[src/sv/sbv_pkg.sv]
// Shared constants, types and opcode decode for the bytecode verifier.
`default_nettype none
package sbv_pkg;

  localparam int MAX_CODE  = 4096;
  localparam int MAX_JUMPS = 2048;
  localparam int QDEPTH    = 4;

  localparam int MAP_AW = $clog2(MAX_CODE);
  localparam int POS_W  = $clog2(MAX_CODE + 1);
  localparam int JIDX_W = $clog2(MAX_JUMPS);
  localparam int JCNT_W = $clog2(MAX_JUMPS + 1);
  localparam int CMP_W  = (POS_W > 16) ? POS_W : 16;

  // opcodes
  localparam logic [7:0] OP_LDC   = 8'h01;
  localparam logic [7:0] OP_LDA   = 8'h02;
  localparam logic [7:0] OP_LDL   = 8'h03;
  localparam logic [7:0] OP_STL   = 8'h04;
  localparam logic [7:0] OP_STK_A = 8'h10;
  localparam logic [7:0] OP_STK_B = 8'h11;
  localparam logic [7:0] OP_STK_C = 8'h12;
  localparam logic [7:0] OP_STK_D = 8'h13;
  localparam logic [7:0] OP_ALU_A = 8'h20;
  localparam logic [7:0] OP_ALU_B = 8'h21;
  localparam logic [7:0] OP_JMP   = 8'h30;
  localparam logic [7:0] OP_JZ    = 8'h31;
  localparam logic [7:0] OP_JNZ   = 8'h32;
  localparam logic [7:0] OP_LIST  = 8'h40;
  localparam logic [7:0] OP_DICT  = 8'h41;
  localparam logic [7:0] OP_RET   = 8'hff;

  localparam logic [1:0] LEN_BAD = 2'd3;

  // verdict codes
  localparam logic [3:0] ST_OK      = 4'd0;
  localparam logic [3:0] ST_LOCALS  = 4'd1;
  localparam logic [3:0] ST_OPCODE  = 4'd2;
  localparam logic [3:0] ST_TRUNC   = 4'd3;
  localparam logic [3:0] ST_CONST   = 4'd4;
  localparam logic [3:0] ST_ARG     = 4'd5;
  localparam logic [3:0] ST_LOCAL   = 4'd6;
  localparam logic [3:0] ST_JRANGE  = 4'd7;
  localparam logic [3:0] ST_JALIGN  = 4'd8;
  localparam logic [3:0] ST_CAP     = 4'd9;

  typedef struct packed {
    logic [15:0] constant_count;
    logic [7:0]  argument_count;
    logic [7:0]  local_regs;
  } cfg_t;

  typedef struct packed {
    logic [3:0]  status;
    logic [11:0] offset;
    logic [15:0] value;
  } err_t;

  typedef struct packed {
    logic [11:0] at;
    logic [15:0] target;
  } jent_t;

  // one event per accepted code byte, front to back
  typedef struct packed {
    logic              map_we;
    logic              map_bit;
    logic [MAP_AW-1:0] map_addr;
    logic              jump_we;
    logic [JIDX_W-1:0] jump_idx;
    jent_t             jump;
    logic              last;
    err_t              err;
    logic [POS_W-1:0]  byte_pos;
    logic [JCNT_W-1:0] jump_cnt;
    logic              locals_low;
  } ev_t;

  function automatic logic [1:0] op_len(input logic [7:0] op);
    logic [1:0] n;
    unique case (op) inside
      OP_LDC, OP_JMP, OP_JZ, OP_JNZ, OP_LIST, OP_DICT:                 n = 2'd2;
      OP_LDA, OP_LDL, OP_STL:                                          n = 2'd1;
      OP_STK_A, OP_STK_B, OP_STK_C, OP_STK_D, OP_ALU_A, OP_ALU_B, OP_RET: n = 2'd0;
      default:                                                         n = LEN_BAD;
    endcase
    return n;
  endfunction

endpackage
`default_nettype wire

[src/sv/sbv_front.sv]
// Front end: takes code bytes, decodes instructions, checks operands, issues events.
`default_nettype none
module sbv_front
  import sbv_pkg::*;
(
  input  wire logic       clk,
  input  wire logic       rst_n,
  input  wire logic       start,
  input  wire logic [7:0] in_code_byte,
  input  wire logic       in_last,
  output logic            busy,
  input  wire cfg_t       cfg,
  input  wire logic       q_full,
  input  wire logic       done,
  output logic            push,
  output ev_t             ev
);

  logic [POS_W-1:0]  pos_r, pos_nxt;
  logic [1:0]        left_r, left_nxt;
  logic [7:0]        op_r, op_nxt;
  logic [11:0]       inst_r, inst_nxt;
  logic [7:0]        hi_r, hi_nxt;
  err_t              err_r, err_nxt;
  logic [JCNT_W-1:0] jcnt_r, jcnt_nxt;
  logic              wait_r, wait_nxt;
  logic              accept;
  logic [1:0]        len;
  logic [15:0]       value;

  assign busy   = wait_r | q_full;
  assign accept = start & ~busy;
  assign push   = accept;

  always_comb begin
    ev       = '0;
    pos_nxt  = pos_r;
    left_nxt = left_r;
    op_nxt   = op_r;
    inst_nxt = inst_r;
    hi_nxt   = hi_r;
    err_nxt  = err_r;
    jcnt_nxt = jcnt_r;
    wait_nxt = wait_r;
    len      = op_len(in_code_byte);
    value    = (op_len(op_r) == 2'd2) ? {hi_r, in_code_byte} : {8'h00, in_code_byte};
    if (done) begin
      wait_nxt = 1'b0;
    end
    if (accept) begin
      // after the first error, bytes are only counted until the last one
      if (err_r.status == ST_OK) begin
        if (pos_r >= POS_W'(MAX_CODE)) begin
          err_nxt = '{ST_CAP, 12'(pos_r), 16'h0000};
        end else begin
          ev.map_we   = 1'b1;
          ev.map_addr = MAP_AW'(pos_r);
          if (left_r == 2'd0) begin
            ev.map_bit = 1'b1;
            op_nxt     = in_code_byte;
            inst_nxt   = 12'(pos_r);
            if (len == LEN_BAD) begin
              err_nxt = '{ST_OPCODE, 12'(pos_r), {8'h00, in_code_byte}};
            end else begin
              left_nxt = len;
            end
          end else if (left_r == 2'd2) begin
            hi_nxt   = in_code_byte;
            left_nxt = 2'd1;
          end else begin
            left_nxt = 2'd0;
            unique case (op_r) inside
              OP_LDC: begin
                if (value >= cfg.constant_count) err_nxt = '{ST_CONST, inst_r, value};
              end
              OP_LDA: begin
                if (value >= 16'(cfg.argument_count)) err_nxt = '{ST_ARG, inst_r, value};
              end
              OP_LDL, OP_STL: begin
                if (value >= 16'(cfg.local_regs)) err_nxt = '{ST_LOCAL, inst_r, value};
              end
              OP_JMP, OP_JZ, OP_JNZ: begin
                if (jcnt_r < JCNT_W'(MAX_JUMPS)) begin
                  ev.jump_we  = 1'b1;
                  ev.jump_idx = JIDX_W'(jcnt_r);
                  ev.jump     = '{inst_r, value};
                  jcnt_nxt    = jcnt_r + JCNT_W'(1);
                end else begin
                  err_nxt = '{ST_CAP, inst_r, 16'h0000};
                end
              end
              default: ;
            endcase
          end
        end
      end
      if (pos_r < POS_W'(MAX_CODE)) begin
        pos_nxt = pos_r + POS_W'(1);
      end
      if (in_last) begin
        if (err_nxt.status == ST_OK && left_nxt != 2'd0) begin
          err_nxt = '{ST_TRUNC, inst_nxt, {8'h00, op_nxt}};
        end
        ev.last       = 1'b1;
        ev.err        = err_nxt;
        ev.byte_pos   = pos_nxt;
        ev.jump_cnt   = jcnt_nxt;
        ev.locals_low = cfg.local_regs < cfg.argument_count;
        wait_nxt      = 1'b1;
        pos_nxt       = '0;
        left_nxt      = '0;
        op_nxt        = '0;
        inst_nxt      = '0;
        hi_nxt        = '0;
        err_nxt       = '0;
        jcnt_nxt      = '0;
      end
    end
  end

  always_ff @(posedge clk) begin
    if (!rst_n) begin
      pos_r  <= '0;
      left_r <= '0;
      op_r   <= '0;
      inst_r <= '0;
      hi_r   <= '0;
      err_r  <= '0;
      jcnt_r <= '0;
      wait_r <= 1'b0;
    end else begin
      pos_r  <= pos_nxt;
      left_r <= left_nxt;
      op_r   <= op_nxt;
      inst_r <= inst_nxt;
      hi_r   <= hi_nxt;
      err_r  <= err_nxt;
      jcnt_r <= jcnt_nxt;
      wait_r <= wait_nxt;
    end
  end

endmodule
`default_nettype wire

[config.mk]
export PLATFORM = sky130hd
export DESIGN_NAME = sbv_front
export DESIGN_NICKNAME = d
export VERILOG_FILES = /design/src/sv/sbv_pkg.sv /design/src/sv/sbv_front.sv
export SDC_FILE = /design/constraint.sdc
export NUM_CORES = 1
export LEC_CHECK = 0
export ABC_CLOCK_PERIOD_IN_PS = 9800
export BUFFER_PORTS_ARGS = -buffer_cell sky130_fd_sc_hd__buf_4
export CAP_MARGIN = 20
export CORE_MARGIN = 4
export CORE_UTILIZATION = 23
export CTS_CLUSTER_DIAMETER = 100
export DETAILED_ROUTE_END_ITERATION = 8
export PLACE_DENSITY = 0.43
export SETUP_SLACK_MARGIN = 0.15
export SLEW_MARGIN = 25
export SYNTH_ARGS = -nofsm -noshare
export SYNTH_HDL_FRONTEND = slang
export SYNTH_SLANG_ARGS = --single-unit
[constraint.sdc]
create_clock -name clk -period 9.8 [get_ports clk]
set_input_delay 1.96 -clock clk [delete_from_list [all_inputs] [get_ports clk]]
set_output_delay 1.96 -clock clk [all_outputs]
set_load 0.02 [all_outputs]
==> key figures <==
Status
  – Status: finished, final reports clean

Worst setup path
  – Crit path kind: input pin to output port
  – CP Launch Type: input pin
  – Crit. path cell count: 12
  – Worst EP required: 7.84 ns
  – Cell mode on critical path: buf_4
  – Family with the most delay on the worst path: compound AO/OA/AOI/OAI gates
  – WP buf/inv: 3
  – Worst path cell trace: buf_4 -> ha_1 -> a211oi_1 -> o21ai_0 -> a211oi_1 -> a311oi_1 -> nor3_2 -> buf_4 -> a31o_4 -> and2_1 -> a22o_1 -> buf_4
  – R2R depth: 14
  – WP data arrival: 5.11 ns
  – Slowest-stage cell, CP: a211oi_1
  – Max FO, Critical Path: 21
  – CP max stage delay: 0.52 ns
  – Critical Path Sink Type: output port

Floorplanning
  – Die Ht: 185 um
  – Die area: 34300 sq um
  – Die Span X: 185 um
  – Row cnt: 64
  – Core Region: 30800 sq um
  – Io pins: 161
  – Initial core utilization: 23.5%

STA
  – Min cycle time layout: 7.07 ns
  – Worst-margin pin slew: 1.01 ns
  – Setup tns final: 0 ns
  – Final Hold Vio Count: 0
  – Setup violators final: 0
  – Headroom to the max-slew limit: 32.7%
  – RSZ-0062 raised after global routing: no
  – Final Max Tran Viols: 0
  – Peak Freq: 141 MHz
  – Final worst path period share: 72.2%
  – Worst Slack Setup Final: 2.73 ns
  – Worst clock skew: 0.0118 ns

Global routing
  – GRT Total Usage: 16.5%
  – Largest net degree at the start of global routing: 60
  – First-pass GRT wire length: 44500 um
  – Vias in the first global route: 7450
  – GRT overflow: 0
  – Initial antenna violation count: 0

Synthesis
  – Synth Instances: 974
  – EDFF count, synth: 0
  – Yosys warning count: 0
  – Async S/R FF share, synth: 0%
  – Syn Nets: 1064
  – Post-synthesis register bit count: 88
  – Synth Cell Area: 7230 sq um
  – Sequential share of the synthesized area: 24.4%
  – Top FF cell, synth: dfxtp_1
  – Library cells used by synthesis: 64
  – Mapped Avg Cell Area: 7.43 sq um

Clocking
  – CTS tree: yes
  – Postcts setup bufs: 0
  – Cts hold-fix bufs: 0
  – Cts repair resizes: 0
  – Clock Tree Root: clkbuf_16
  – H-tree depth: 3
  – Cts bufs inserted: 9
  – CTS Sinks: 88
  – Clock transition at path regs: 0.08 ns
  – Longest Clk Path Bufs: 2
  – Clock Latency Late Sink: 0.36 ns

Drt
  – Routed length per placed instance: 19.6 um
  – First-iteration detailed-routing DRC count: 473
  – Routed Antenna Nets: 0
  – Post-route DRC: 0
  – Final WL: 29000 um
  – DRT Pass-1 Iters: 5
  – Vias: 7608
  – Vias/cell: 5.14

Power
  – Peak VDD IR: 0.0817 mV
  – Power density cells: 98.2 nW/um^2
  – Power, Total: 0.000888 W
  – Leakage power: 3.76 nW

Placement
  – Dpl cells: 1465
  – Setup WS pre-CTS: 2.64 ns
  – RePlAce Congestion: 0.808
  – HPWL after detailed placement: 20900 um
  – I/O Buffers: 160

Layout
  – Area grow syn2layout: 25.0%
  – Most common cell after layout, fill and taps aside: buf_4
  – Antenna cells: 0
  – Post-Layout Cell Count: 1481
  – Most frequent cells in the layout: 170 x buf_4, 103 x nor2_1, 88 x dfxtp_1
  – Share of cells above drive strength 1: 19.2%
  – Nets: 1170

Hold path
  – Hold crit path type: flop to flop
  – WHS Path Cells: 1

Run
  – Max Cap Viol: 0
## path summary, 6_finish.rpt
check | from | end | slack [ns]
setup / recovery | in_code_byte[2] | ev[39] | 2.73
hold / removal | err_r[5]$_SDFFE_PN0P_ | err_r[5]$_SDFFE_PN0P_ | 0.49
setup reg to reg | op_r[2]$_SDFFE_PN0P_ | err_r[2]$_SDFFE_PN0P_ | 5.20
hold reg to reg | err_r[5]$_SDFFE_PN0P_ | err_r[5]$_SDFFE_PN0P_ | 0.49
## cell type report
type                    count  area, sq um
clock buffers               9          225
clock inverters             7         73.8
fillers                  3357        21800
inverters                  60          225
multi-input cells         751         4990
flip-flops and latches     88         1760
well taps                 396          495
repair buffers            170         1280
## worst reg2reg max path: cells and delay by family (launching register included)
| kind | cells | cell delay (ns) |
|---|---|---|
| AO/OA/AOI/OAI | 6 | 1.78 |
| adder cells (fa/ha/maj) | 1 | 0.32 |
| buffers and inverters | 1 | 0.29 |
| flip-flops | 1 | 0.45 |
| AND/OR/NAND/NOR | 6 | 1.70 |
## cells by family (layout without fill, tap and decap cells)
| family | count (synthesis) | in the layout | synth area share, % |
|---|---|---|---|
| flops | 88 | 88 | 24.4 |
| buf+inv | 135 | 246 | 7.32 |
| xor+xnor | 20 | 20 | 2.42 |
| mux | 20 | 20 | 2.77 |
| fa+ha+maj | 44 | 44 | 7.61 |
| compound gates | 302 | 302 | 30.0 |
| simple gates | 365 | 365 | 25.5 |
## synthesized netlist by cell type, types with 5 or more instances
master     number  area share [%]
o21ai_0        51             3.5
inv_1          60             3.1
or3_1           6            0.52
ha_1           44             7.6
a31o_1          6            0.73
nand2_1        65             3.4
dfxtp_1        88              24
nor4_1          6            0.52
a2bb2oi_1       5            0.61
nor2_1        106             5.5
nand4_1        11            0.95
nor2b_1        47             4.1
a21oi_1        40             2.8
and3_1         33             2.9
xor2_1          6            0.73
nor3_1         29             2.0
a31oi_1         6            0.52
a211oi_1       17             1.8
a21o_1         17             1.8
a22o_1         29             3.5
buf_2           9            0.62
nand2b_1        8            0.69
a221oi_1       12             1.5
and2_1         25             2.2
a22oi_1        38             3.9
o211ai_1        7            0.73
a32oi_1         6            0.73
clkbuf_1       61             3.2
xnor2_1        14             1.7
nand3_1        14            0.97
o21ai_1         8            0.55
mux2i_1        20             2.8
a2111oi_0       8            0.97
o31ai_1         6            0.62
a21boi_0       12             1.2
## where the power goes
group / switching (W) / internal, W
sequential: 0.00000466 / 0.000360
combinational: 0.000106 / 0.0000602
clock: 0.000176 / 0.000180
total: 0.000287 / 0.000601
## per-stage QoR
stage | instance area (sq um) | hold WS, ns | utilization, %
6_report | 9040 | 0.488 | 29.3
5_1_grt | 9040 | 0.496 | 29.3
4_1_cts | 9040 | 0.487 | 29.3
3_5_place_dp | 8740 | 0.468 | 28.4
3_3_place_gp | 8720 | 0.466 | 28.3
2_1_floorplan | 7230 | 0.449 | -
## sequential cells by signal, indices dropped and copies added (netlist names)
signal / cells
err_r: 32
hi_r: 8
inst_r: 12
jcnt_r: 12
left_r: 2
op_r: 8
pos_r: 13
wait_r: 1
## per-layer routing
layer	share of wire (%)	vias up	wire length [um]	global-route usage [%]
met5	0	-	0	0
met4	1.5	0	440	3.73
met3	5.0	29	1450	3.52
met2	47	174	13600	27.1
met1	47	3653	13500	22.2
li1	-	3752	-	-
Note: power is estimated with default switching activity, not from simulation.
