## src/sv/sbv_pkg.sv

```systemverilog
// Shared constants, types and opcode decode for the bytecode verifier.
`default_nettype none
package sbv_pkg;

  localparam int MAX_CODE  = 4096;
  localparam int MAX_JUMPS = 2048;
  localparam int QDEPTH    = 4;

  localparam int MAP_AW = $clog2(MAX_CODE);
  localparam int POS_W  = $clog2(MAX_CODE + 1);
  localparam int JIDX_W = $clog2(MAX_JUMPS);
  localparam int JCNT_W = $clog2(MAX_JUMPS + 1);
  localparam int CMP_W  = (POS_W > 16) ? POS_W : 16;

  // opcodes
  localparam logic [7:0] OP_LDC   = 8'h01;
  localparam logic [7:0] OP_LDA   = 8'h02;
  localparam logic [7:0] OP_LDL   = 8'h03;
  localparam logic [7:0] OP_STL   = 8'h04;
  localparam logic [7:0] OP_STK_A = 8'h10;
  localparam logic [7:0] OP_STK_B = 8'h11;
  localparam logic [7:0] OP_STK_C = 8'h12;
  localparam logic [7:0] OP_STK_D = 8'h13;
  localparam logic [7:0] OP_ALU_A = 8'h20;
  localparam logic [7:0] OP_ALU_B = 8'h21;
  localparam logic [7:0] OP_JMP   = 8'h30;
  localparam logic [7:0] OP_JZ    = 8'h31;
  localparam logic [7:0] OP_JNZ   = 8'h32;
  localparam logic [7:0] OP_LIST  = 8'h40;
  localparam logic [7:0] OP_DICT  = 8'h41;
  localparam logic [7:0] OP_RET   = 8'hff;

  localparam logic [1:0] LEN_BAD = 2'd3;

  // verdict codes
  localparam logic [3:0] ST_OK      = 4'd0;
  localparam logic [3:0] ST_LOCALS  = 4'd1;
  localparam logic [3:0] ST_OPCODE  = 4'd2;
  localparam logic [3:0] ST_TRUNC   = 4'd3;
  localparam logic [3:0] ST_CONST   = 4'd4;
  localparam logic [3:0] ST_ARG     = 4'd5;
  localparam logic [3:0] ST_LOCAL   = 4'd6;
  localparam logic [3:0] ST_JRANGE  = 4'd7;
  localparam logic [3:0] ST_JALIGN  = 4'd8;
  localparam logic [3:0] ST_CAP     = 4'd9;

  typedef struct packed {
    logic [15:0] constant_count;
    logic [7:0]  argument_count;
    logic [7:0]  local_regs;
  } cfg_t;

  typedef struct packed {
    logic [3:0]  status;
    logic [11:0] offset;
    logic [15:0] value;
  } err_t;

  typedef struct packed {
    logic [11:0] at;
    logic [15:0] target;
  } jent_t;

  // one event per accepted code byte, front to back
  typedef struct packed {
    logic              map_we;
    logic              map_bit;
    logic [MAP_AW-1:0] map_addr;
    logic              jump_we;
    logic [JIDX_W-1:0] jump_idx;
    jent_t             jump;
    logic              last;
    err_t              err;
    logic [POS_W-1:0]  byte_pos;
    logic [JCNT_W-1:0] jump_cnt;
    logic              locals_low;
  } ev_t;

  function automatic logic [1:0] op_len(input logic [7:0] op);
    logic [1:0] n;
    unique case (op) inside
      OP_LDC, OP_JMP, OP_JZ, OP_JNZ, OP_LIST, OP_DICT:                 n = 2'd2;
      OP_LDA, OP_LDL, OP_STL:                                          n = 2'd1;
      OP_STK_A, OP_STK_B, OP_STK_C, OP_STK_D, OP_ALU_A, OP_ALU_B, OP_RET: n = 2'd0;
      default:                                                         n = LEN_BAD;
    endcase
    return n;
  endfunction

endpackage
`default_nettype wire

```

## src/sv/sbv_queue.sv

```systemverilog
// Short event queue between the decode front end and the checking back end.
`default_nettype none
module sbv_queue
  import sbv_pkg::*;
(
  input  wire logic clk,
  input  wire logic rst_n,
  input  wire logic push,
  input  wire ev_t  push_ev,
  input  wire logic pop,
  output ev_t       head,
  output logic      empty,
  output logic      full
);

  localparam int QAW = $clog2(QDEPTH);

  ev_t            slot_r [QDEPTH];
  logic [QAW-1:0] wr_r, rd_r;
  logic [QAW:0]   cnt_r;
  logic           do_pop;

  assign empty  = (cnt_r == '0);
  assign full   = (cnt_r == (QAW+1)'(QDEPTH));
  assign head   = slot_r[rd_r];
  assign do_pop = pop & ~empty;

  always_ff @(posedge clk) begin
    if (push) begin
      slot_r[wr_r] <= push_ev;
    end
  end

  always_ff @(posedge clk) begin
    if (!rst_n) begin
      wr_r  <= '0;
      rd_r  <= '0;
      cnt_r <= '0;
    end else begin
      if (push) wr_r <= wr_r + QAW'(1);
      if (do_pop) rd_r <= rd_r + QAW'(1);
      if (push && !do_pop) begin
        cnt_r <= cnt_r + (QAW+1)'(1);
      end else if (do_pop && !push) begin
        cnt_r <= cnt_r - (QAW+1)'(1);
      end
    end
  end

endmodule
`default_nettype wire

```

## config.mk

```make
export PLATFORM = sky130hd
export DESIGN_NAME = sbv_queue
export DESIGN_NICKNAME = d
export VERILOG_FILES = /design/src/sv/sbv_pkg.sv /design/src/sv/sbv_queue.sv
export SDC_FILE = /design/constraint.sdc
export NUM_CORES = 1
export LEC_CHECK = 0
export ABC_AREA = 1
export BUFFER_PORTS_ARGS = -buffer_cell sky130_fd_sc_hd__buf_2
export CELL_PAD_IN_SITES_DETAIL_PLACEMENT = 0
export CELL_PAD_IN_SITES_GLOBAL_PLACEMENT = 1
export CORE_MARGIN = 2
export CORE_UTILIZATION = 35
export DETAILED_ROUTE_END_ITERATION = 10
export PLACE_DENSITY = 0.7
export SLEW_MARGIN = 20
export SYNTH_ARGS = -nofsm -noshare
export SYNTH_HDL_FRONTEND = slang
export SYNTH_SLANG_ARGS = --single-unit
```

## constraint.sdc

```tcl
create_clock -name clk -period 7.75 [get_ports clk]
set_input_delay 1.55 -clock clk [delete_from_list [all_inputs] [get_ports clk]]
set_output_delay 1.55 -clock clk [all_outputs]
set_load 0.02 [all_outputs]
```

==> metrics.md, run 1 <==
| Metric | Value |
|---|---|
| Via density per instance | 4.93 |
| Worst hold path type | reg -> reg |
| Worst EP arrival | 3.04 ns |
| Post-synth top area cell | edfxtp_1 |
| Reg2reg start | wr_r[0]$_SDFFE_PN0P_ |
| CTS hold repair buffers | 0 |
| Clock Path Buffers | 3 |
| Max-cap violation count | 0 |
| Fillers | 4,505 |
| I/O Pins | 232 |
| Starting DRC count in detailed routing | 565 |
| Top cell type's share of synthesized area | 79.0% |
| PortBufs | 231 |
| Total Routing Usage GR | 15.0% |
| Synth top cells by count | edfxtp_1 (452), nor2_1 (232), o21ai_0 (199) |
| Setup TNS | 0 ns |
| Fin. Hold Viols | 0 |
| Total CTS buffers | 48 |
| Yosys warns | 0 |
| IR drop worst, VDD | 0.206 mV |
| Largest net degree at the start of global routing | 91 |
| # clock sinks | 461 |
| Routed length per placed instance | 19.1 um |
| Syn_nets | 1,279 |
| Synth Area per Inst | 14.9 um^2 |
| Overflow after GRT | 0 |
| Combinational fraction of design power | 22.1% |
| Design area | 20,300 um^2 |
| First-pass GRT wire length | 58.0 mm |
| Share of cells above drive strength 1 | 22.5% |
| Yosys cell types | 21 |
| DPL Wire Length | 21.3 mm |
| Postcts setup bufs | 0 |
| Clock Power Share | 34.0% |
| Post-synth EDFFs | 452 |
| Fin. max-slew vios | 0 |
| Routed Wire Length | 38.9 mm |
| Gpl congestion | 0.719 |
| Drt drc | 0 |
| Worst-Margin Slew | 0.975 ns |
| Status | complete, no violations |
| Sw Ratio | 30.5% |
| Cell Chain, Critical Path | inv_6, buf_4, o21ai_0, o22ai_1, buf_2 |
| CORE AREA | 48,600 um^2 |
| Syn-to-layout area delta | 18.4% |
| P_sw | 2.03 mW |
| Post-DRT Antenna Nets | 0 |
| Critical hold path startpoint | rd_r[1]$_SDFFE_PN0P_ |
| Setup ws final | 3.16 ns |
| Die area | 50,900 um^2 |
| Drt pass-1 iters | 4 |
| Reg power frac | 43.9% |
| Initial antenna violation count | 9 |
| CTS Root Cell | clkbuf_16 |
| Die W | 226 um |
| Setup crit start kind | flop |
| Static leakage | 7.04 nW |
| Async S/R FF share, synth | 0% |
| Critical path class | reg -> out |
| Most common cell in the synthesized netlist | edfxtp_1 |
| Vias in the first global route | 10,000 |
| R2R depth | 4 |
| Reg clk slew, reported paths | 0.06 ns |
| Rel. slew slack | 35.0% |
| # H-tree levels | 2 |
| Maximum clock frequency | 218 MHz |
| CP required | 6.20 ns |
| Post-CTS sizing | 0 |
| P_int | 4.62 mW |
| Mapped Area | 17,200 um^2 |
| Synth Flop Type | edfxtp_1 |
| Final min period | 4.59 ns |
| TritonCTS clock tree | done |
| Power Dens Cells | 327 nW/um^2 |
| Critical-path top delay cell | buf_4 |
| Area contributors post-synth | edfxtp_1 (79%), o21ai_0 (5.8%), nor2_1 (5.1%) |
| Crit Reg-Reg Endpoint | slot_r[3][37]$_DFFE_PP_ |
| Worst-Skew Late Latency | 0.57 ns |
| Worst hold stages | 2 |
| Via count | 10,100 |
| Nets | 1,499 |
| # setup viols final | 0 |
| Die Ht | 226 um |
| Dpl ws | 3.67 ns |
| # rows | 81 |
| Unrepaired setup endpoints after global routing | false |
| Period Utilization, post-route | 59.2% |
| Dpl cell area | 18,800 um^2 |
| CP max FO | 90 |
| Setup Skew | 0.0133 ns |
| Cell count after synthesis | 1,156 |
| Critical path capture point type | primary output |
| FF+latch count, synth | 461 |
| Starting density of the core | 35.3% |
| Max incr delay on CP | 0.78 ns |
| Reg2reg setup slack | 5.17 ns |
| Register area share after synthesis | 80.1% |
state kept, by name (all words and copies together), names as in the netlist, named ones only:
name,flops
cnt_r,3
rd_r,2
slot_r,452
wr_r,2
metrics by stage:
step	instances	hold WS [ns]	utilization, %	power [mW]
after global placement	1948	0.484	38.6	4.45
after detailed placement	1948	0.497	38.6	4.47
after CTS	2038	0.505	41.8	6.75
final	2040	0.505	41.8	6.65
after floorplan	1156	0.465	-	3.98
after global routing	2038	0.539	41.8	6.96
power by group through the flow:
stage | Sequential, mW | Combinational [mW] | Clock (mW)
3_5_place_dp | 2.98 | 1.49 | 0
4_1_cts | 2.92 | 1.50 | 2.33
2_1_floorplan | 2.95 | 1.03 | 0
5_1_grt | 2.93 | 1.61 | 2.42
3_3_place_gp | 2.97 | 1.48 | 0
6_report | 2.92 | 1.47 | 2.26
per-layer routing:
| layer | vias to the layer above | GRT usage (%) | wire (um) |
|---|---|---|---|
| met4 | 12 | 4.59 | 732 |
| met2 | 245 | 24.5 | 18400 |
| li1 | 4803 | - | - |
| met5 | - | 0 | 81 |
| met3 | 68 | 4.19 | 2660 |
| met1 | 4927 | 19.5 | 17100 |
cell type report:
cell class | instances | area [um^2] | area share [%]
sequential | 461 | 13800 | 67.6
antenna | 2 | 5.00 | 0.0246
inverter | 17 | 82.6 | 0.406
clock inverter | 22 | 246 | 1.21
clock buffer | 68 | 1310 | 6.43
multi-input combinational | 605 | 2920 | 14.3
tap | 622 | 778 | 3.83
timing repair buffer | 243 | 1250 | 6.13
cell families (layout without fill, tap and decap cells):
family | count (synthesis) | count (layout) | share of synthesized area, %
flops | 461 | 461 | 80.1
compound gates | 347 | 347 | 10.9
simple gates | 251 | 251 | 5.51
buf+inv | 90 | 350 | 2.96
fa+ha+maj | 6 | 6 | 0.481
xor+xnor | 1 | 1 | 0.0510
other cells | 0 | 2 | 0
layout by cell type (no fill, tap or decap), drive strengths merged:
| cell type | n |
|---|---|
| clkinv | 14 |
| dfxtp | 9 |
| ha | 5 |
| inv | 18 |
| o22ai | 113 |
| clkinvlp | 2 |
| xor2 | 1 |
| clkbuf | 68 |
| edfxtp | 452 |
| nand3 | 3 |
| a21oi | 5 |
| nor2 | 232 |
| nor3 | 1 |
| fa | 1 |
| o21ai | 229 |
| diode | 2 |
| bufinv | 5 |
| buf | 243 |
| nand2 | 15 |
worst max path at each step:
| stage | end | cells past startpoint |
|---|---|---|
| finish | head[108] | 5 |
| floorplan | slot_r[0][0]$_DFFE_PP_ | 2 |
| CTS | head[108] | 5 |
| global placement | head[108] | 5 |
| global route | head[108] | 5 |
| detailed placement | head[108] | 5 |
worst max-delay path, delay by kind of cell, from the launching register on:
kind,cells,cell delay (ns)
DFF,1,0.53
AOI/OAI and AO/OA,2,0.45
buffers and inverters,3,1.40
Note: power is estimated with default switching activity, not from simulation.
==> run 2: changes to the inputs <==
--- a/config.mk
+++ b/config.mk
@@ -12,7 +12,7 @@
 export CORE_MARGIN = 2
 export CORE_UTILIZATION = 35
 export DETAILED_ROUTE_END_ITERATION = 10
-export PLACE_DENSITY = 0.7
+export PLACE_DENSITY = 0.73
 export SLEW_MARGIN = 20
 export SYNTH_ARGS = -nofsm -noshare
 export SYNTH_HDL_FRONTEND = slang
==> constraint.sdc (replaced) <==
create_clock -name clk -period 4.2 [get_ports clk]
set_input_delay 0.84 -clock clk [delete_from_list [all_inputs] [get_ports clk]]
set_output_delay 0.84 -clock clk [all_outputs]
set_load 0.02 [all_outputs]
==> run 2 against run 1 <==
  * Sequential share of layout area fell by 0.11 points
  * Core utilization rose by 0.070 points
  * Sequential power rose by 84%
  * Clock-buffer cell count fell by 4
  * Hold slack got worse by 0.015 ns
  * Cell count barely moved
  * Worst setup slack got worse by 2.3 ns
  * Die area did not move
  * Critical path type unchanged
  * Largest power group unchanged
==> metrics.md, run 2 (synthesis results as in run 1) <==
| Metric | Value |
|---|---|
| Status | complete, no violations |
| Die Ht | 226 um (unchanged) |
| Dpl ws | 1.39 ns (-2.28 ns) |
| Reg power frac | 44.3% (+0.4 points) |
| Via density per instance | 5.00 (+1.4%) |
| CORE AREA | 48,600 um^2 (unchanged) |
| I/O Pins | 232 (unchanged) |
| # H-tree levels | 2 (unchanged) |
| Clock Power Share | 32.6% (-1.4 points) |
| Number of flip-flops in the largest register | 452 (unchanged) |
| Rel. slew slack | 38.8% (+3.8 points) |
| Die area | 50,900 um^2 (unchanged) |
| CP max FO | 115 (+28%) |
| Die W | 226 um (unchanged) |
| Vias in the first global route | 10,000 (-0.020%) |
| Max incr delay on CP | 0.61 ns (-0.17 ns) |
| Maximum clock frequency | 298 MHz |
| CTS Root Cell | clkbuf_16 |
| Overflow after GRT | 0 (unchanged) |
| Max-cap violation count | 0 (unchanged) |
| # rows | 81 (unchanged) |
| Drt drc | 0 (unchanged) |
| DP Cell Count | 1,955 (+0.36%) |
| Routed length per placed instance | 18.6 um (-2.5%) |
| Starting density of the core | 35.3% (unchanged) |
| Clock Path Buffers | 3 (unchanged) |
| Worst EP arrival | 2.51 ns (-0.53 ns) |
| Critical-path top delay cell | inv_6 |
| Fin. max-slew vios | 0 (unchanged) |
| P_int | 8.37 mW (+81%) |
| CP required | 3.36 ns (-2.84 ns) |
| Buf/Inv on CP | 3 (unchanged) |
| Post-DRT Antenna Nets | 0 (unchanged) |
| Share of cells above drive strength 1 | 22.6% (+0.093 points) |
| Worst hold path type | in -> reg |
| Starting DRC count in detailed routing | 587 (+3.9%) |
| Power Dens Cells | 593 nW/um^2 (+81%) |
| Diode count | 0 (-2) |
| Total Routing Usage GR | 14.5% (-0.52 points) |
| Non-Filler Instances | 2,041 (+0.049%) |
| Postcts setup bufs | 0 (unchanged) |
| PortBufs | 231 (unchanged) |
| Setup crit start kind | flop |
| # clock sinks | 461 (unchanged) |
| Finished Core Util | 41.9% (+0.070 points) |
| Syn-to-layout area delta | 18.6% |
| Most common cell after layout, fill and taps aside | edfxtp_1 |
| Sw Ratio | 30.8% (+0.21 points) |
| First-pass GRT wire length | 56.7 mm (-2.3%) |
| Top Registers | slot_r: 452 flops, cnt_r: 3 flops |
| TritonCTS clock tree | done |
| Static leakage | 7.06 nW (+0.23%) |
| IR drop worst, VDD | 0.390 mV (+89%) |
| Gpl congestion | 0.706 (-1.8%) |
| Setup Skew | 0.00685 ns (-0.00648 ns) |
| Worst hold stages | 1 (-1) |
| Unrepaired setup endpoints after global routing | false |
| Family with the most delay on the worst path | buffers and inverters |
| Final min period | 3.35 ns |
| # setup viols final | 0 (unchanged) |
| Cell Chain, Critical Path | inv_6, buf_4, o21ai_0, o22ai_1, buf_2 |
| Reg2reg start | wr_r[0]$_SDFFE_PN0P_ |
| Combinational fraction of design power | 23.1% (+1.0 points) |
| Fin. Hold Viols | 0 (unchanged) |
| Via count | 10,200 (+1.4%) |
| Nets | 1,506 (+0.47%) |
| Setup TNS | 0 ns (unchanged) |
| Routed Wire Length | 38.0 mm (-2.5%) |
| Most frequent cells in the layout | edfxtp_1 (452), nor2_1 (232), buf_2 (231) |
| Critical path class | reg -> out |
| Setup ws final | 0.849 ns (-2.31 ns) |
| Worst-Margin Slew | 0.919 ns (-0.0566 ns) |
| Most flops, register | slot_r |
| Worst-Skew Late Latency | 0.56 ns (about the same) |
| CTS hold repair buffers | 0 (unchanged) |
| Critical path capture point type | primary output |
| Largest net degree at the start of global routing | 155 (+70%) |
| Crit Reg-Reg Endpoint | slot_r[2][67]$_DFFE_PP_ |
| Reg clk slew, reported paths | 0.06 ns (about the same) |
| DPL Wire Length | 20.5 mm (-3.8%) |
| Reg2reg setup slack | 2.31 ns (-2.86 ns) |
| P_sw | 3.72 mW (+83%) |
| Drt pass-1 iters | 5 (+1) |
| Post-CTS sizing | 0 (unchanged) |
| Period Utilization, post-route | 79.8% |
| Total CTS buffers | 48 (unchanged) |
| Critical hold path startpoint | push_ev[3] |
| R2R depth | 5 (+1) |
| Initial antenna violation count | 5 (-4) |
| Hold Path Sink | slot_r[2][3]$_DFFE_PP_ |
run 2: cell types whose count changed in the layout (fill, tap and decap cells not counted), sizes merged:
cell	before	now
buf	243	250
clkinv	14	19
inv	18	16
diode	2	0
clkbuf	68	64
bufinv	5	2
run 2: worst max-delay path by stage:
| stage | startpoint | to | slack (ns) | depth (start not counted) |
|---|---|---|---|---|
| 6_report | flop | head[28] | 0.85 | 5 |
| 5_1_grt | flop | head[54] | 0.64 | 5 |
| 4_1_cts | flop | head[91] | 0.76 | 5 |
| 3_5_place_dp | flop | head[91] | 1.39 | 5 |
| 3_3_place_gp | flop | head[42] | 1.44 | 5 |
| 2_1_floorplan | push | slot_r[2][0]$_DFFE_PP_ | 0.68 | 2 |
run 2: layout make-up:
class,instances,area [um^2]
tap,622,778
inverter,17,80.1
timing repair buffer,250,1390
clock buffer,64,1300
multi-input combinational,605,2920
clock inverter,22,153
sequential,461,13800
fill,4458,28300
run 2: metrics by stage:
stage / hold WS [ns] / area (um^2) / power (mW)
global placement: 0.479 / 18900 / 8.23
global route: 0.454 / 20400 / 12.7
CTS: 0.439 / 20400 / 12.3
finish: 0.489 / 20400 / 12.1
detailed placement: 0.487 / 18900 / 8.29
floorplan: 0.465 / 17200 / 7.34
run 2: power groups by stage:
stage | logic, mW | clock network [mW] | registers (mW)
finish | 2.79 | 3.94 | 5.36
global route | 3.06 | 4.23 | 5.37
CTS | 2.84 | 4.06 | 5.36
detailed placement | 2.84 | 0 | 5.45
global placement | 2.79 | 0 | 5.45
floorplan | 1.90 | 0 | 5.44
run 2: per-layer routing:
| metal | global-route usage [%] | share of wire [%] | wire [um] |
|---|---|---|---|
| met2 | 23.7 | 48 | 18200 |
| met5 | 0 | 0.11 | 43 |
| met3 | 4.34 | 6.8 | 2590 |
| met4 | 3.67 | 1.8 | 669 |
| met1 | 18.9 | 43 | 16500 |
